[src/asw_pkg.sv]
`timescale 1ns / 1ps
// ----------------------------------------------------------------------------
// asw_pkg
// Shared types and constants for the ADC settling window detector.
// ----------------------------------------------------------------------------
package asw_pkg;

   localparam int WINDOW_LEN = 8;
   localparam int POS_W      = $clog2(WINDOW_LEN);
   localparam int CNT_W      = 24;
   localparam int DATA_W     = 16;
   localparam int CSR_IDX_W  = 2;

   localparam logic [DATA_W-1:0] FRAME_BASE = 16'h1000;
   localparam logic [CNT_W-1:0]  CNT_MAX    = {CNT_W{1'b1}};

   localparam logic [DATA_W-1:0] RST_STABLE_RANGE   = 16'd16;
   localparam logic [DATA_W-1:0] RST_STABLE_WINDOWS = 16'd4;
   localparam logic [DATA_W-1:0] RST_TIMEOUT        = 16'd256;

   localparam logic [CSR_IDX_W-1:0] CSR_STABLE_RANGE   = 2'd0;
   localparam logic [CSR_IDX_W-1:0] CSR_STABLE_WINDOWS = 2'd1;
   localparam logic [CSR_IDX_W-1:0] CSR_TIMEOUT        = 2'd2;

   localparam logic REQ_START  = 1'b0;
   localparam logic REQ_SAMPLE = 1'b1;

   typedef enum logic [1:0] {
      KIND_FRAME   = 2'd0,
      KIND_DONE    = 2'd1,
      KIND_IGNORED = 2'd2
   } kind_type;

   typedef struct packed {
      logic              req_type;
      logic [3:0]        channel;
      logic [7:0]        multiplier;
      logic [DATA_W-1:0] sample;
      logic              transfer_ok;
   } req_word_type;

   typedef struct packed {
      kind_type          kind;
      logic [DATA_W-1:0] command_frame;
      logic [DATA_W-1:0] value;
      logic              unstable;
   } rsp_word_type;

endpackage

[src/asw_core.sv]
`timescale 1ns / 1ps
// ----------------------------------------------------------------------------
// asw_core
// Run state, window min/max tracking and end-of-run decision for one word.
// ----------------------------------------------------------------------------
module asw_core (
   input  logic                                clock,
   input  logic                                reset,
   input  logic                                csr_write_enable,
   input  logic [asw_pkg::CSR_IDX_W-1:0]       csr_index,
   input  logic [asw_pkg::DATA_W-1:0]          csr_write_data,
   input  logic                                accept,
   input  asw_pkg::req_word_type               req_word,
   output asw_pkg::rsp_word_type               rsp_word
);

   logic [asw_pkg::DATA_W-1:0] stable_range_ff;
   logic [asw_pkg::DATA_W-1:0] stable_windows_ff;
   logic [asw_pkg::DATA_W-1:0] timeout_samples_ff;

   logic                       busy_ff, busy_in;
   logic [asw_pkg::DATA_W-1:0] frame_ff, frame_in;
   logic [asw_pkg::DATA_W-1:0] max_ff, max_in;
   logic [asw_pkg::DATA_W-1:0] min_ff, min_in;
   logic [asw_pkg::CNT_W-1:0]  idx_ff, idx_in;
   logic [asw_pkg::POS_W-1:0]  pos_ff, pos_in;
   logic [asw_pkg::CNT_W-1:0]  run_ff, run_in;
   logic [asw_pkg::CNT_W-1:0]  stable_tgt_ff, stable_tgt_in;
   logic [asw_pkg::CNT_W-1:0]  timeout_tgt_ff, timeout_tgt_in;

   logic [7:0]                 mul_eff;
   logic [asw_pkg::CNT_W-1:0]  idx_inc;
   logic [asw_pkg::POS_W-1:0]  pos_inc;
   logic [asw_pkg::DATA_W-1:0] max_upd, min_upd, spread;
   logic [asw_pkg::CNT_W-1:0]  run_upd;
   logic                       win_first, win_last;

   always_ff @(posedge clock) begin
      if (reset) begin
         stable_range_ff    <= asw_pkg::RST_STABLE_RANGE;
         stable_windows_ff  <= asw_pkg::RST_STABLE_WINDOWS;
         timeout_samples_ff <= asw_pkg::RST_TIMEOUT;
      end else if (csr_write_enable) begin
         case (csr_index)
            asw_pkg::CSR_STABLE_RANGE:   stable_range_ff    <= csr_write_data;
            asw_pkg::CSR_STABLE_WINDOWS: stable_windows_ff  <= csr_write_data;
            asw_pkg::CSR_TIMEOUT:        timeout_samples_ff <= csr_write_data;
            default: ;
         endcase
      end
   end

   always_comb begin
      mul_eff   = (req_word.multiplier == 8'd0) ? 8'd1 : req_word.multiplier;
      idx_inc   = idx_ff + asw_pkg::CNT_W'(1);
      win_first = (pos_ff == asw_pkg::POS_W'(1));
      win_last  = (idx_ff != '0) && (pos_ff == '0);

      if (idx_inc == '0 || pos_ff == asw_pkg::POS_W'(asw_pkg::WINDOW_LEN - 1)) begin
         pos_inc = '0;
      end else begin
         pos_inc = pos_ff + asw_pkg::POS_W'(1);
      end

      if (win_first) begin
         max_upd = req_word.sample;
         min_upd = req_word.sample;
      end else begin
         max_upd = (req_word.sample > max_ff) ? req_word.sample : max_ff;
         min_upd = (req_word.sample < min_ff) ? req_word.sample : min_ff;
      end
      spread = max_upd - min_upd;

      run_upd = run_ff;
      if (win_last) begin
         if (spread < stable_range_ff) begin
            if (run_ff != asw_pkg::CNT_MAX) begin
               run_upd = run_ff + asw_pkg::CNT_W'(1);
            end
         end else begin
            run_upd = '0;
         end
      end

      busy_in        = busy_ff;
      frame_in       = frame_ff;
      max_in         = max_ff;
      min_in         = min_ff;
      idx_in         = idx_ff;
      pos_in         = pos_ff;
      run_in         = run_ff;
      stable_tgt_in  = stable_tgt_ff;
      timeout_tgt_in = timeout_tgt_ff;

      rsp_word.kind          = asw_pkg::KIND_IGNORED;
      rsp_word.command_frame = '0;
      rsp_word.value         = '0;
      rsp_word.unstable      = 1'b0;

      if (req_word.req_type == asw_pkg::REQ_START) begin
         frame_in       = asw_pkg::FRAME_BASE | (asw_pkg::DATA_W'(req_word.channel) << 7);
         max_in         = '0;
         min_in         = '0;
         idx_in         = '0;
         pos_in         = '0;
         run_in         = '0;
         stable_tgt_in  = asw_pkg::CNT_W'(mul_eff) * asw_pkg::CNT_W'(stable_windows_ff);
         timeout_tgt_in = asw_pkg::CNT_W'(mul_eff) * asw_pkg::CNT_W'(timeout_samples_ff);
         if (stable_windows_ff == '0) begin
            busy_in       = 1'b0;
            rsp_word.kind = asw_pkg::KIND_DONE;
         end else begin
            busy_in                = 1'b1;
            rsp_word.kind          = asw_pkg::KIND_FRAME;
            rsp_word.command_frame = frame_in;
         end
      end else if (busy_ff) begin
         if (!req_word.transfer_ok) begin
            busy_in           = 1'b0;
            rsp_word.kind     = asw_pkg::KIND_DONE;
            rsp_word.unstable = 1'b1;
         end else if (idx_inc == timeout_tgt_ff) begin
            busy_in           = 1'b0;
            rsp_word.kind     = asw_pkg::KIND_DONE;
            rsp_word.value    = req_word.sample;
            rsp_word.unstable = 1'b1;
         end else begin
            if (idx_ff != '0) begin
               max_in = max_upd;
               min_in = min_upd;
            end
            run_in = run_upd;
            idx_in = idx_inc;
            pos_in = pos_inc;
            if (run_upd >= stable_tgt_ff) begin
               busy_in        = 1'b0;
               rsp_word.kind  = asw_pkg::KIND_DONE;
               rsp_word.value = req_word.sample;
            end else begin
               rsp_word.kind          = asw_pkg::KIND_FRAME;
               rsp_word.command_frame = frame_ff;
            end
         end
      end
   end

   always_ff @(posedge clock) begin
      if (reset) begin
         busy_ff        <= 1'b0;
         frame_ff       <= '0;
         max_ff         <= '0;
         min_ff         <= '0;
         idx_ff         <= '0;
         pos_ff         <= '0;
         run_ff         <= '0;
         stable_tgt_ff  <= '0;
         timeout_tgt_ff <= '0;
      end else if (accept) begin
         busy_ff        <= busy_in;
         frame_ff       <= frame_in;
         max_ff         <= max_in;
         min_ff         <= min_in;
         idx_ff         <= idx_in;
         pos_ff         <= pos_in;
         run_ff         <= run_in;
         stable_tgt_ff  <= stable_tgt_in;
         timeout_tgt_ff <= timeout_tgt_in;
      end
   end

`ifndef SYNTHESIS
   a_start_arms: assert property (@(posedge clock) disable iff (reset)
      accept && req_word.req_type == asw_pkg::REQ_START && stable_windows_ff != '0
      |=> busy_ff)
      else $error("start word did not arm a run");

   a_idle_ignore: assert property (@(posedge clock) disable iff (reset)
      accept && req_word.req_type == asw_pkg::REQ_SAMPLE && !busy_ff
      |-> rsp_word.kind == asw_pkg::KIND_IGNORED)
      else $error("sample while idle not ignored");

   a_done_idles: assert property (@(posedge clock) disable iff (reset)
      accept && rsp_word.kind == asw_pkg::KIND_DONE |=> !busy_ff)
      else $error("run still busy after done word");

   a_run_bounded: assert property (@(posedge clock) disable iff (reset)
      busy_ff |-> run_ff < stable_tgt_ff)
      else $error("stable count reached target without ending run");
`endif

endmodule

[src/asw_out_buf.sv]
`timescale 1ns / 1ps
// ----------------------------------------------------------------------------
// asw_out_buf
// Result register with a skid entry; input stall is a registered full flag.
// ----------------------------------------------------------------------------
module asw_out_buf (
   input  logic                  clock,
   input  logic                  reset,
   input  logic                  push,
   input  asw_pkg::rsp_word_type push_word,
   output logic                  full,
   output logic                  rsp_valid,
   input  logic                  rsp_stall,
   output asw_pkg::rsp_word_type rsp_word
);

   logic                  out_valid_ff, out_valid_in;
   logic                  skid_valid_ff, skid_valid_in;
   asw_pkg::rsp_word_type out_word_ff, out_word_in;
   asw_pkg::rsp_word_type skid_word_ff, skid_word_in;
   logic                  out_free;

   always_comb begin
      out_free      = !out_valid_ff || !rsp_stall;
      out_valid_in  = out_valid_ff;
      skid_valid_in = skid_valid_ff;
      out_word_in   = out_word_ff;
      skid_word_in  = skid_word_ff;
      if (out_free) begin
         if (skid_valid_ff) begin
            out_valid_in  = 1'b1;
            out_word_in   = skid_word_ff;
            skid_valid_in = 1'b0;
         end else begin
            out_valid_in = push;
            out_word_in  = push_word;
         end
      end else if (push) begin
         skid_valid_in = 1'b1;
         skid_word_in  = push_word;
      end
   end

   always_ff @(posedge clock) begin
      if (reset) begin
         out_valid_ff  <= 1'b0;
         skid_valid_ff <= 1'b0;
      end else begin
         out_valid_ff  <= out_valid_in;
         skid_valid_ff <= skid_valid_in;
      end
   end

   always_ff @(posedge clock) begin
      out_word_ff  <= out_word_in;
      skid_word_ff <= skid_word_in;
   end

   assign full      = skid_valid_ff;
   assign rsp_valid = out_valid_ff;
   assign rsp_word  = out_word_ff;

`ifndef SYNTHESIS
   a_skid_behind_out: assert property (@(posedge clock) disable iff (reset)
      skid_valid_ff |-> out_valid_ff)
      else $error("skid entry held with empty output register");

   a_no_push_full: assert property (@(posedge clock) disable iff (reset)
      skid_valid_ff |-> !push)
      else $error("word pushed into full buffer");

   a_skid_drains: assert property (@(posedge clock) disable iff (reset)
      skid_valid_ff && !rsp_stall |=> !skid_valid_ff && out_valid_ff)
      else $error("skid entry not moved forward");
`endif

endmodule

[src/adc_settling_window_detector_unit.sv]
`timescale 1ns / 1ps
// ----------------------------------------------------------------------------
// adc_settling_window_detector_unit
// Settling detector: aligned-window min/max spread check per ADC sample word.
// ----------------------------------------------------------------------------
// The result word is registered in the output buffer, or held in its skid entry while the output stalls.
// Throughput: one word per cycle while req_stall is low; the run state updates in a single pass.
// req_stall rises only when the two-entry result buffer is full.
// Reset (synchronous): run idle, buffer empty, registers back to defaults.
module adc_settling_window_detector_unit (
   input  logic                          clock,
   input  logic                          reset,
   input  logic                          csr_write_enable,
   input  logic [asw_pkg::CSR_IDX_W-1:0] csr_index,
   input  logic [asw_pkg::DATA_W-1:0]    csr_write_data,
   input  logic                          req_valid,
   output logic                          req_stall,
   input  logic                          req_type,
   input  logic [3:0]                    req_channel,
   input  logic [7:0]                    req_multiplier,
   input  logic [asw_pkg::DATA_W-1:0]    req_sample,
   input  logic                          req_transfer_ok,
   output logic                          rsp_valid,
   input  logic                          rsp_stall,
   output logic [1:0]                    rsp_kind,
   output logic [asw_pkg::DATA_W-1:0]    rsp_command_frame,
   output logic [asw_pkg::DATA_W-1:0]    rsp_value,
   output logic                          rsp_unstable
);

   asw_pkg::req_word_type req_word;
   asw_pkg::rsp_word_type core_word;
   asw_pkg::rsp_word_type out_word;
   logic                  accept;
   logic                  buf_full;

   assign req_word.req_type    = req_type;
   assign req_word.channel     = req_channel;
   assign req_word.multiplier  = req_multiplier;
   assign req_word.sample      = req_sample;
   assign req_word.transfer_ok = req_transfer_ok;

   assign req_stall = buf_full;
   assign accept    = req_valid && !buf_full;

   asw_core u_core (
      .clock            (clock),
      .reset            (reset),
      .csr_write_enable (csr_write_enable),
      .csr_index        (csr_index),
      .csr_write_data   (csr_write_data),
      .accept           (accept),
      .req_word         (req_word),
      .rsp_word         (core_word)
   );

   asw_out_buf u_out_buf (
      .clock     (clock),
      .reset     (reset),
      .push      (accept),
      .push_word (core_word),
      .full      (buf_full),
      .rsp_valid (rsp_valid),
      .rsp_stall (rsp_stall),
      .rsp_word  (out_word)
   );

   assign rsp_kind          = out_word.kind;
   assign rsp_command_frame = out_word.command_frame;
   assign rsp_value         = out_word.value;
   assign rsp_unstable      = out_word.unstable;

endmodule

[config.mk]
export PLATFORM = sky130hd
export DESIGN_NAME = adc_settling_window_detector_unit
export DESIGN_NICKNAME = d
export VERILOG_FILES = /design/src/asw_pkg.sv /design/src/asw_core.sv /design/src/asw_out_buf.sv /design/src/adc_settling_window_detector_unit.sv
export SDC_FILE = /design/constraint.sdc
export NUM_CORES = 1
export LEC_CHECK = 0
export BUFFER_PORTS_ARGS = -buffer_cell sky130_fd_sc_hd__clkbuf_2
export CELL_PAD_IN_SITES_DETAIL_PLACEMENT = 1
export CELL_PAD_IN_SITES_GLOBAL_PLACEMENT = 1
export CORE_MARGIN = 10
export CORE_UTILIZATION = 44
export CTS_CLUSTER_DIAMETER = 60
export DETAILED_ROUTE_END_ITERATION = 16
export PLACE_DENSITY = 0.83
export SKIP_CTS_REPAIR_TIMING = 1
export SLEW_MARGIN = 30
export SYNTH_ARGS = -nofsm -noshare
export SYNTH_HDL_FRONTEND = slang
export SYNTH_SLANG_ARGS = --single-unit
[constraint.sdc]
create_clock -name clock -period 7.56 [get_ports clock]
set_input_delay 0.378 -clock clock [delete_from_list [all_inputs] [get_ports clock]]
set_output_delay 0.378 -clock clock [all_outputs]
set_load 0.005 [all_outputs]
==> metrics.cfg, run 1 <==
[power_and_ir_drop]
power_frac_comb=0.258
power.switching_fraction=0.3265
totalPowerFinal_mw=3.874
share_of_power_burned_in_the_clock_network=0.391
seq_power_share=0.351
power.leakage_nw=11.15
internal-power_mw=2.609
power-per-cell-area_nw_per_um2=155.5
switchingPower_mw=1.265
max-vdd-ir-drop_mv=0.1879

[detailed_routing]
drc=0
routed_wire_length_per_instance_um=21.29
via_count=18666
drt_iter0_markers=1144
postRouteAntennaNets=0
drt_wl_total_um=69840
via_per_inst=5.689
number_of_optimization_iterations_in_the_first_detailed_route_pass=5

[synthesis]
postSynthRegisterBits=235
post_synth_main_area_contributors=sky130_fd_sc_hd__dfxtp_1 (18%), sky130_fd_sc_hd__fa_1 (16%), sky130_fd_sc_hd__ha_1 (11%)
post_synth_num_cell_types=81
synth-main-ff-cell=sky130_fd_sc_hd__dfxtp_1
most_area_hungry_cell_type_in_the_yosys_netlist=sky130_fd_sc_hd__dfxtp_1
synth_area_per_cell_um2=8.532
synth_top_cells_by_count=sky130_fd_sc_hd__nand2_1 (389), sky130_fd_sc_hd__inv_1 (324), sky130_fd_sc_hd__dfxtp_1 (187), sky130_fd_sc_hd__ha_1 (180), sky130_fd_sc_hd__fa_1 (169)
yosysTopAreaCellShare=0.1752
post_synth_instance_area_um2=21370
synth_most_common_cell=sky130_fd_sc_hd__nand2_1
synth.yosys.warnings=0
postSynth.asyncResetShare=0
post_synth_inst_count=2505
synth_edf_count=48
synth_sequential_area_ratio=0.2426

[final_layout]
final_core_utilization=0.5206
stdcell_count=3281
number_of_inserted_diodes=0
layout-area-overhead-vs-synth_pct=16.54
fill_cell_count=5613
final_layout_size_suffix_gt1_frac=0.1714
final_net_count=3043

[timing]
finalSetupViolCount=0
achievable-frequency_mhz=132.6
totalNegativeSetupSlack_ns=0
number_of_hold_violations_in_the_final_report=0
final_period_minus_worst_setup_slack_ns=7.541
fin_skew_ns=0.02812
hold_slack_ns=0.03053
tightest_slew_ns=0.9653
post-route-period-util=0.9975
timing_max_transition_violations_final=0
rsz0062_at_grt=yes
max_slew_margin=0.3564

[min_path]
hold_path.class=input pin to flop
worstHoldPathCells=3
hold_start=req_channel[0]
timing.hold.worst_endpoint=u_core.frame_ff[7]$_SDFFE_PP0P_

[place]
gp_congestion=0.8891
place.detailed.instances=3207
port-buffer-count=78
place.detailed.hpwl_um=51310

[status]
outcome=complete, no violations

[floorplanning]
design.portCount=90
initial_utilization=0.4467
die_h_um=240.4
core_um2=47850
die_area_um2=57790
standard_cell_rows=80
fp.dieW_um=240.4

[cts]
cts_root_buf=sky130_fd_sc_hd__clkbuf_16
clkTransAtPathRegs_ns=0.07
cts_buffers=31
cts.sink_count=235
cts_tree=built
clock_latency_late_sink_ns=0.61
cts-root-to-sink-buffers=3
cts-htree-levels=1

[worst_setup_path]
cp.arrival_ns=8.02
cp_slowest_cell=sky130_fd_sc_hd__a211oi_4
path_class=flop to flop
worstPathMaxFanout=14
cp_data_required_time_ns=8.04
r2r_start=u_core.max_ff[6]$_SDFFE_PP0P_
rr_worst_depth=39
cp-start-kind=flop
critical-path-max-stage-delay_ns=0.39
cpMostUsedCell=sky130_fd_sc_hd__a21oi_2
worstReg2RegEnd=u_out_buf.rsp_word[25]$_DFFE_PP_
setup.reg_to_reg.worst_slack_ns=0.02
timing.critical_path.to_type=flop

[grt]
maximum_number_of_pins_on_one_net_before_global_route_repair=91
first_pass_grt_wire_length_um=107700
globalRouteOverflowTotal=0
grt_antenna_before_repair=0
first_global_vias=20293
grt_use_total=0.2305

[job]
cap_violations=0

## kinds of logic after synthesis
kind of cell,share of synthesized area
AO/OA/AOI/OAI,0.1474
XOR/XNOR,0.04906
adder cells (fa/ha/maj),0.2637
buffers and inverters,0.08987
flip-flops,0.2426
multiplexers,0.01891
other,0.0001755
AND/OR/NAND/NOR,0.1883
## sequential cells by signal, indices dropped and copies added, names as in the netlist, 3 cells and up
register / cells
u_core.min_ff: 16
u_core.stable_tgt_ff: 24
u_out_buf.rsp_word: 24
u_core.max_ff: 16
u_core.timeout_tgt_ff: 24
u_core.timeout_samples_ff: 16
u_core.stable_windows_ff: 16
u_core.run_ff: 24
u_core.idx_ff: 24
u_core.frame_ff: 5
u_out_buf.skid_word_ff: 24
u_core.pos_ff: 3
u_core.stable_range_ff: 16
## how the worst max path moves through the flow
stage | from | endpoint | slack (ns) | cells after the start
2_1_floorplan | u_core.min_ff[15]$_SDFFE_PP0P_ | u_out_buf.rsp_word[4]$_DFFE_PP_ | 0.005 | 38
3_3_place_gp | req_sample[11] | u_out_buf.rsp_word[15]$_DFFE_PP_ | -0.39 | 39
3_5_place_dp | req_sample[13] | u_out_buf.rsp_word[5]$_DFFE_PP_ | -0.71 | 39
4_1_cts | u_core.max_ff[13]$_SDFFE_PP0P_ | u_out_buf.rsp_word[1]$_DFFE_PP_ | -0.71 | 41
5_1_grt | u_core.max_ff[6]$_SDFFE_PP0P_ | u_out_buf.rsp_word[25]$_DFFE_PP_ | -0.34 | 40
6_report | u_core.max_ff[6]$_SDFFE_PP0P_ | u_out_buf.rsp_word[25]$_DFFE_PP_ | 0.02 | 39
## worst max-delay path: cells and delay by family, from the launching register on
family / cells / cell delay [ns]
AOI/OAI and AO/OA: 20 / 3.85
DFF: 1 / 0.37
buffers and inverters: 7 / 0.89
muxes: 1 / 0.16
adders and majority gates: 5 / 1.47
and+or+nand+nor: 5 / 0.55
xor gates and xnor gates: 1 / 0.13
## per-stage QoR
stage,setup slack (ns),cell area [um^2]
floorplan,0.005301,21440
global placement,-0.3947,23100
detailed placement,-0.7054,23110
CTS,-0.7098,24150
global route,-0.3375,24910
finish,0.01856,24910
## power groups by stage
| stage | combinational [mW] | sequential, mW | clock (mW) |
|---|---|---|---|
| floorplan | 0.603 | 1.36 | 0 |
| CTS | 0.912 | 1.36 | 1.53 |
| detailed placement | 0.900 | 1.39 | 0 |
| global route | 1.11 | 1.37 | 1.59 |
| finish | 1.00 | 1.36 | 1.51 |
| global placement | 0.851 | 1.38 | 0 |
## placed cells by master (no fill, tap or decap), types with 30 or more instances in the layout
cell                        Yosys  routed
sky130_fd_sc_hd__nor3_1        34      30
sky130_fd_sc_hd__buf_4         17     165
sky130_fd_sc_hd__ha_1         180     160
sky130_fd_sc_hd__fa_1         169     168
sky130_fd_sc_hd__a22o_1        42      42
sky130_fd_sc_hd__xnor2_1       55      55
sky130_fd_sc_hd__xor2_1        49      49
sky130_fd_sc_hd__nand3_1       40      39
sky130_fd_sc_hd__clkbuf_2       1      77
sky130_fd_sc_hd__clkbuf_16      0      31
sky130_fd_sc_hd__and2_1       136     135
sky130_fd_sc_hd__edfxtp_1      48      48
sky130_fd_sc_hd__a21o_1        31      30
sky130_fd_sc_hd__a21oi_1      161     151
sky130_fd_sc_hd__nor2_1        90      77
sky130_fd_sc_hd__o21ai_0       41      34
sky130_fd_sc_hd__inv_1        324     314
sky130_fd_sc_hd__dfxtp_1      187     169
sky130_fd_sc_hd__nand2_1      389     388
## metal layers
layer  global-route usage  vias up  share of wire
met1               0.2845     9450           0.42
met3              0.02725      153          0.039
met2               0.4068      484           0.50
met5                    0        -              0
met4              0.08110        0          0.039
li1                     -     8579              -
## area by class of cell
type	count	area (um^2)	share of cell area
multi-input cells	1798	14930	0.5993
flip-flops and latches	235	5207	0.2091
repair buffers	250	1744	0.07003
inverters	325	1220	0.04898
clock buffers	35	790.8	0.03175
well taps	615	769.5	0.03090
clock inverters	23	249.0	0.009997
Note: power is estimated with default switching activity, not from simulation.
==> inputs of run 2 (changes only) <==
Settings changed: CAP_MARGIN set to 20, CORE_MARGIN 10 to unset.
==> run 2 against run 1 <==
  * Utilization is 0.15 points lower
  * First-iteration DRC count is 2.4% higher
  * Count of clock-buffer cells in the layout is 3 higher
  * Worst hold slack worse by 0.0067 ns
  * Combinational power hardly changed
  * Sequential power hardly changed
  * Clock skew is 0.018 ns lower
  * Flip-flop and latch count stayed put
  * Final cell count is 0.18% lower
  * Sequential share of layout area is 0.067 points higher
  * Clock power is 3% higher
==> metrics.cfg, run 2 (synthesis gave the netlist of run 1 again) <==
[detailed_routing]
drc=0  ; unchanged
via_per_inst=5.728  ; +0.68%
postRouteAntennaNets=0  ; unchanged
drt_iter0_markers=1172  ; +2.4%
number_of_optimization_iterations_in_the_first_detailed_route_pass=5  ; unchanged
drt_wl_total_um=69690  ; -0.21%
routed_wire_length_per_instance_um=21.28  ; about the same
via_count=18759  ; +0.50%

[worst_setup_path]
cp_data_required_time_ns=7.91  ; -0.13 ns
cp.arrival_ns=7.89  ; -0.13 ns
cp_slowest_cell=sky130_fd_sc_hd__fa_2
path_class=flop to flop
timing.critical_path.to_type=flop
critical-path-max-stage-delay_ns=0.38  ; about the same
cp-start-kind=flop
worstPathMaxFanout=6  ; -8

[grt]
first_global_vias=19737  ; -2.7%
grt_antenna_before_repair=1  ; +1
grt_use_total=0.2629  ; +0.03243
globalRouteOverflowTotal=0  ; unchanged
maximum_number_of_pins_on_one_net_before_global_route_repair=71  ; -22%
first_pass_grt_wire_length_um=105000  ; -2.5%

[cts]
cts-root-to-sink-buffers=3  ; unchanged
clkTransAtPathRegs_ns=0.06  ; about the same
clock_latency_late_sink_ns=0.60  ; about the same
cts_tree=built
cts-htree-levels=1  ; unchanged
cts_root_buf=sky130_fd_sc_hd__clkbuf_16
cts.sink_count=235  ; unchanged
cts_buffers=31  ; unchanged

[final_layout]
final_cell_mix=sky130_fd_sc_hd__nand2_1 (386), sky130_fd_sc_hd__inv_1 (311), sky130_fd_sc_hd__fa_1 (168), sky130_fd_sc_hd__dfxtp_1 (168), sky130_fd_sc_hd__ha_1 (162)
layout_commonest_cell=sky130_fd_sc_hd__nand2_1
layout-area-overhead-vs-synth_pct=16.19
stdcell_count=3275  ; -0.18%
fill_cell_count=5604  ; -0.16%
post-route-cell-area_um2=24830  ; -0.30%
number_of_inserted_diodes=0  ; unchanged
final_layout_size_suffix_gt1_frac=0.1711  ; -0.0003652
final_net_count=3037  ; -0.20%

[floorplanning]
die_area_um2=49460  ; -14%
die_h_um=222.4  ; -7.5%
standard_cell_rows=80  ; unchanged
design.portCount=90  ; unchanged
fp.dieW_um=222.4  ; -7.5%
core_um2=47850  ; unchanged
initial_utilization=0.4467  ; unchanged

[power_and_ir_drop]
power.switching_fraction=0.3212  ; -0.005299
seq_power_share=0.347  ; -0.004
max-vdd-ir-drop_mv=0.1944  ; +3.5%
power_frac_comb=0.258  ; about the same
switchingPower_mw=1.261  ; -0.34%
internal-power_mw=2.664  ; +2.1%
power-per-cell-area_nw_per_um2=158.0  ; +1.6%
power.leakage_nw=11.14  ; about the same
share_of_power_burned_in_the_clock_network=0.395  ; +0.004

[timing]
fin_skew_ns=0.01021  ; -0.01791 ns
timing_max_transition_violations_final=0  ; unchanged
max_slew_margin=0.3501  ; -0.006355
post-route-period-util=0.9973  ; about the same
totalNegativeSetupSlack_ns=0  ; unchanged
achievable-frequency_mhz=132.6  ; about the same
number_of_hold_violations_in_the_final_report=0  ; unchanged
final.setup.worst_slack_ns=0.02019  ; +0.001623 ns
tightest_slew_ns=0.9660  ; +0.0006245 ns
hold_slack_ns=0.02380  ; -0.006724 ns
final_period_minus_worst_setup_slack_ns=7.540  ; -0.001623 ns
finalSetupViolCount=0  ; unchanged

[place]
place.detailed.instances=3199  ; -0.25%
pre_cts_ws_ns=-0.7605  ; -0.05507 ns
place.detailed.hpwl_um=50130  ; -2.3%
postPlaceCellArea_um2=23040  ; -0.27%
port-buffer-count=78  ; unchanged
gp_congestion=0.8763  ; -1.4%

[status]
outcome=complete, no violations

[min_path]
hold_path.class=input pin to flop

[job]
cap_violations=0  ; unchanged

[run 2: area by class of cell]
cell class	count	area [um^2]	share of cell area
Clock buffer	38	822.0	0.03310
Inverter	325	1222	0.04923
Timing Repair Buffer	244	1683	0.06777
Multi-Input combinational cell	1798	14870	0.5990
Tap cell	615	769.5	0.03099
Clock inverter	20	252.7	0.01018
Sequential cell	235	5209	0.2098
[run 2: worst max-delay path: cells and delay by family, from the launching register on]
| kind | cells | cell delay (ns) |
|---|---|---|
| AO/OA/AOI/OAI | 23 | 4.10 |
| XOR/XNOR | 1 | 0.13 |
| adder cells (fa/ha/maj) | 5 | 1.40 |
| buffers and inverters | 5 | 0.58 |
| flip-flops | 1 | 0.34 |
| multiplexers | 1 | 0.27 |
| AND/OR/NAND/NOR | 4 | 0.46 |
[run 2: path summary, 6_finish.rpt]
check | startpoint | end | slack, ns | cells after the start
worst max-delay path | u_core.max_ff[11]$_SDFFE_PP0P_ | u_out_buf.rsp_word[27]$_DFFE_PP_ | 0.02 | 39
worst min-delay path | req_channel[2] | u_core.frame_ff[9]$_SDFFE_PP0P_ | 0.02 | 3
worst max register to register | u_core.max_ff[11]$_SDFFE_PP0P_ | u_out_buf.rsp_word[27]$_DFFE_PP_ | 0.02 | 39
worst min register to register | u_core.frame_ff[9]$_SDFFE_PP0P_ | u_core.frame_ff[9]$_SDFFE_PP0P_ | 0.46 | 2
[run 2: per-stage QoR]
stage	utilization	total power, mW
final	0.5190	3.925
after global routing	0.5190	4.089
after CTS	0.5041	3.842
after detailed placement	0.4816	2.291
after global placement	0.4816	2.234
after floorplan	-	1.966
[run 2: power by group through the flow]
stage | registers (mW) | logic [mW] | clock network, mW
2_1_floorplan | 1.36 | 0.603 | 0
3_3_place_gp | 1.39 | 0.848 | 0
3_5_place_dp | 1.39 | 0.902 | 0
4_1_cts | 1.36 | 0.914 | 1.57
5_1_grt | 1.37 | 1.11 | 1.61
6_report | 1.36 | 1.01 | 1.55
[run 2: routing by layer]
layer / GRT usage / part of all wire
met1: 0.3350 / 0.42
met4: 0.09544 / 0.039
met5: 0 / 0.00011
met3: 0.02499 / 0.043
met2: 0.4616 / 0.50
==> inputs of run 3 (changes only) <==
Settings changed: ABC_AREA set to 1, CORE_UTILIZATION 44 to 42.
==> run 3 against run 2 <==
  * Synthesized cell count increased by 33%
  * Wire length up 3.3%
  * Fmax up 9.3%
  * Sequential share of layout area fell by 0.29 points
  * Critical path type unchanged
  * Utilization shrank 5.5 points
  * Area after synthesis rose by 7.9%
  * Clock skew is 0.012 ns higher
  * Largest power group unchanged
  * First-iteration DRC count rose by 9.8%
  * Global-route usage is 0.42 points lower
  * Highest routed layer unchanged
  * Non-clock buffer count is 135 lower
  * Combinational power up 34%
  * Worst setup slack better by 0.64 ns
==> metrics.cfg, run 3 <==
[timing]
achievable-frequency_mhz=145.0  ; +9.3%
timing_max_transition_violations_final=0  ; unchanged
totalNegativeSetupSlack_ns=0  ; unchanged
hold_slack_ns=0.07944  ; +0.05564 ns
number_of_hold_violations_in_the_final_report=0  ; unchanged
rsz0062_at_grt=no
post-route-period-util=0.9125  ; -0.08486
finalSetupViolCount=0  ; unchanged
max_slew_margin=0.3753  ; +0.02518
fin_skew_ns=0.02186  ; +0.01165 ns
tightest_slew_ns=0.9371  ; -0.02886 ns
final_period_minus_worst_setup_slack_ns=6.898  ; -0.6416 ns

[final_layout]
number_of_inserted_diodes=0  ; unchanged
layout_commonest_cell=sky130_fd_sc_hd__nand2_1
final_core_utilization=0.4639  ; -0.05512
fill_cell_count=7042  ; +26%
final_net_count=3706  ; +22%
final_layout_size_suffix_gt1_frac=0.06488  ; -0.1062
final_cell_mix=sky130_fd_sc_hd__nand2_1 (819), sky130_fd_sc_hd__inv_1 (660), sky130_fd_sc_hd__a21oi_1 (272), sky130_fd_sc_hd__nor2_1 (205), sky130_fd_sc_hd__dfxtp_1 (187)
stdcell_count=4025  ; +23%
layout-area-overhead-vs-synth_pct=8.705

[synthesis]
postSynthRegisterBits=235  ; unchanged
synth_edf_count=48  ; unchanged
post_synth_num_cell_types=51  ; -37%
synth.yosys.warnings=0  ; unchanged
post_synth_instance_area_um2=23060  ; +7.9%
synth_area_per_cell_um2=6.945  ; -19%
post_synth_main_area_contributors=sky130_fd_sc_hd__dfxtp_1 (16%), sky130_fd_sc_hd__fa_1 (15%), sky130_fd_sc_hd__nand2_1 (13%)
synth_most_common_cell=sky130_fd_sc_hd__nand2_1
yosysTopAreaCellShare=0.1624  ; -0.01279
synth_top_cells_by_count=sky130_fd_sc_hd__nand2_1 (821), sky130_fd_sc_hd__inv_1 (662), sky130_fd_sc_hd__a21oi_1 (272), sky130_fd_sc_hd__nor2_1 (208), sky130_fd_sc_hd__dfxtp_1 (187)
synth-main-ff-cell=sky130_fd_sc_hd__dfxtp_1
postSynth.asyncResetShare=0  ; unchanged
synth_sequential_area_ratio=0.2249  ; -0.01772
most_area_hungry_cell_type_in_the_yosys_netlist=sky130_fd_sc_hd__dfxtp_1
post_synth_inst_count=3320  ; +33%

[place]
port-buffer-count=78  ; unchanged
place.detailed.instances=3961  ; +24%
place.detailed.hpwl_um=54990  ; +9.7%
gp_congestion=0.8905  ; +1.6%

[power_and_ir_drop]
max-vdd-ir-drop_mv=0.1379  ; -29%
power-per-cell-area_nw_per_um2=175.0  ; +11%
power.leakage_nw=12.66  ; +14%

[cts]
cts-htree-levels=2  ; +1
clkTransAtPathRegs_ns=0.06  ; about the same
cts_tree=built
clock_latency_late_sink_ns=0.56  ; -0.04 ns
cts_buffers=36  ; +16%
cts.sink_count=235  ; unchanged
cts_root_buf=sky130_fd_sc_hd__clkbuf_16
cts-root-to-sink-buffers=3  ; unchanged

[worst_setup_path]
cp-start-kind=flop
cp_data_required_time_ns=7.87  ; -0.04 ns
worstPathMaxFanout=32  ; +26
rr_worst_depth=44  ; +13%
timing.critical_path.to_type=flop
critical-path-max-stage-delay_ns=0.40  ; +0.02 ns
cp.arrival_ns=7.21  ; -0.68 ns
cpMostUsedCell=sky130_fd_sc_hd__nand2_1
startpoint=u_core.max_ff[11]$_SDFFE_PP0P_
cp_slowest_cell=sky130_fd_sc_hd__fa_1
path_class=flop to flop
r2r_start=u_core.max_ff[11]$_SDFFE_PP0P_

[detailed_routing]
drt_wl_total_um=72020  ; +3.3%
via_count=21564  ; +15%
number_of_optimization_iterations_in_the_first_detailed_route_pass=7  ; +2
drt_iter0_markers=1287  ; +9.8%
via_per_inst=5.358  ; -6.5%
routed_wire_length_per_instance_um=17.89  ; -16%
drc=0  ; unchanged
postRouteAntennaNets=0  ; unchanged

[min_path]
hold_start=req_channel[0]
hold_path.class=input pin to flop
worstHoldPathCells=3  ; unchanged

[floorplanning]
die_h_um=236.3  ; +6.3%
initial_utilization=0.4267  ; -0.01993
standard_cell_rows=85  ; +6.3%
die_area_um2=55840  ; +13%
core_um2=54030  ; +13%
design.portCount=90  ; unchanged
fp.dieW_um=236.3  ; +6.3%

[status]
outcome=complete, no violations

[grt]
grt_antenna_before_repair=1  ; unchanged
globalRouteOverflowTotal=0  ; unchanged
first_global_vias=22239  ; +13%
first_pass_grt_wire_length_um=116800  ; +11%
grt_use_total=0.2587  ; -0.004207
maximum_number_of_pins_on_one_net_before_global_route_repair=84  ; +18%

[job]
cap_violations=0  ; unchanged

-- run 3: changes by cell type after synthesis, sizes merged, moves of 34 or more --
| cell | before | now |
|---|---|---|
| nand2 | 389 | 823 |
| inv | 324 | 664 |
| nor2 | 90 | 219 |
| xnor2 | 55 | 21 |
| a22o | 42 | 0 |
| and2 | 136 | 3 |
| a21oi | 161 | 272 |
| nand4 | 26 | 102 |
| nand3 | 41 | 123 |
| o21ai | 44 | 179 |
-- run 3: layout make-up --
class                           instances  area (um^2)  share of cell area
Clock buffer                           41        949.7             0.03789
Timing Repair Buffer                  109        654.4             0.02611
Tap cell                              696        870.8             0.03475
Inverter                              666         2500             0.09975
Clock inverter                         22        227.7            0.009086
Sequential cell                       235         5185              0.2069
Multi-Input combinational cell       2256        14680              0.5855
-- run 3: critical path: cells and delay by family, from the launching register on --
kind / cells / cell delay (ns)
buf+inv: 8 / 1.04
compound gates: 4 / 0.56
flops: 1 / 0.37
fa+ha+maj: 5 / 1.50
simple gates: 26 / 2.98
xor+xnor: 1 / 0.20
-- run 3: logic make-up (layout without fill, tap and decap cells) --
group	count (synthesis)	after routing	share of synthesized area
AO/OA/AOI/OAI	497	497	0.1130
XOR/XNOR	61	61	0.02377
adder cells (fa/ha/maj)	349	349	0.2444
buffers and inverters	839	838	0.1421
flip-flops	235	235	0.2249
multiplexers	2	2	0.0008683
other	1	11	0.0001626
AND/OR/NAND/NOR	1336	1336	0.2508
-- run 3: report_power, final --
| part | switching [mW] | internal, mW | total, mW |
|---|---|---|---|
| Clock | 0.674 | 0.987 | 1.66 |
| Sequential | 0.0478 | 1.33 | 1.38 |
| Combinational | 0.891 | 0.455 | 1.35 |
-- run 3: path summary, 6_finish.rpt --
kind,to,slack (ns)
setup / recovery,u_out_buf.rsp_word[24]$_DFFE_PP_,0.66
hold / removal,u_core.frame_ff[7]$_SDFFE_PP0P_,0.08
setup reg to reg,u_out_buf.rsp_word[24]$_DFFE_PP_,0.66
hold reg to reg,u_core.stable_range_ff[5]$_SDFFE_PP0P_,0.47
-- run 3: metal layers --
metal | vias up | track usage | wire [um]
li1 | 10360 | - | -
met1 | 10618 | 0.3524 | 33320
met2 | 492 | 0.4358 | 34100
met3 | 92 | 0.02317 | 3063
met4 | 2 | 0.07340 | 1522
met5 | - | 0 | 13
-- run 3: per-stage QoR --
| stage | total power [mW] | worst slack, ns | instance area (um^2) |
|---|---|---|---|
| finish | 4.387 | 0.6618 | 25060 |
| global route | 4.639 | 0.04062 | 25060 |
| CTS | 4.406 | 0.3697 | 25010 |
| detailed placement | 2.725 | 0.4046 | 23840 |
| global placement | 2.668 | 0.5892 | 23840 |
| floorplan | 2.330 | 1.426 | 23090 |
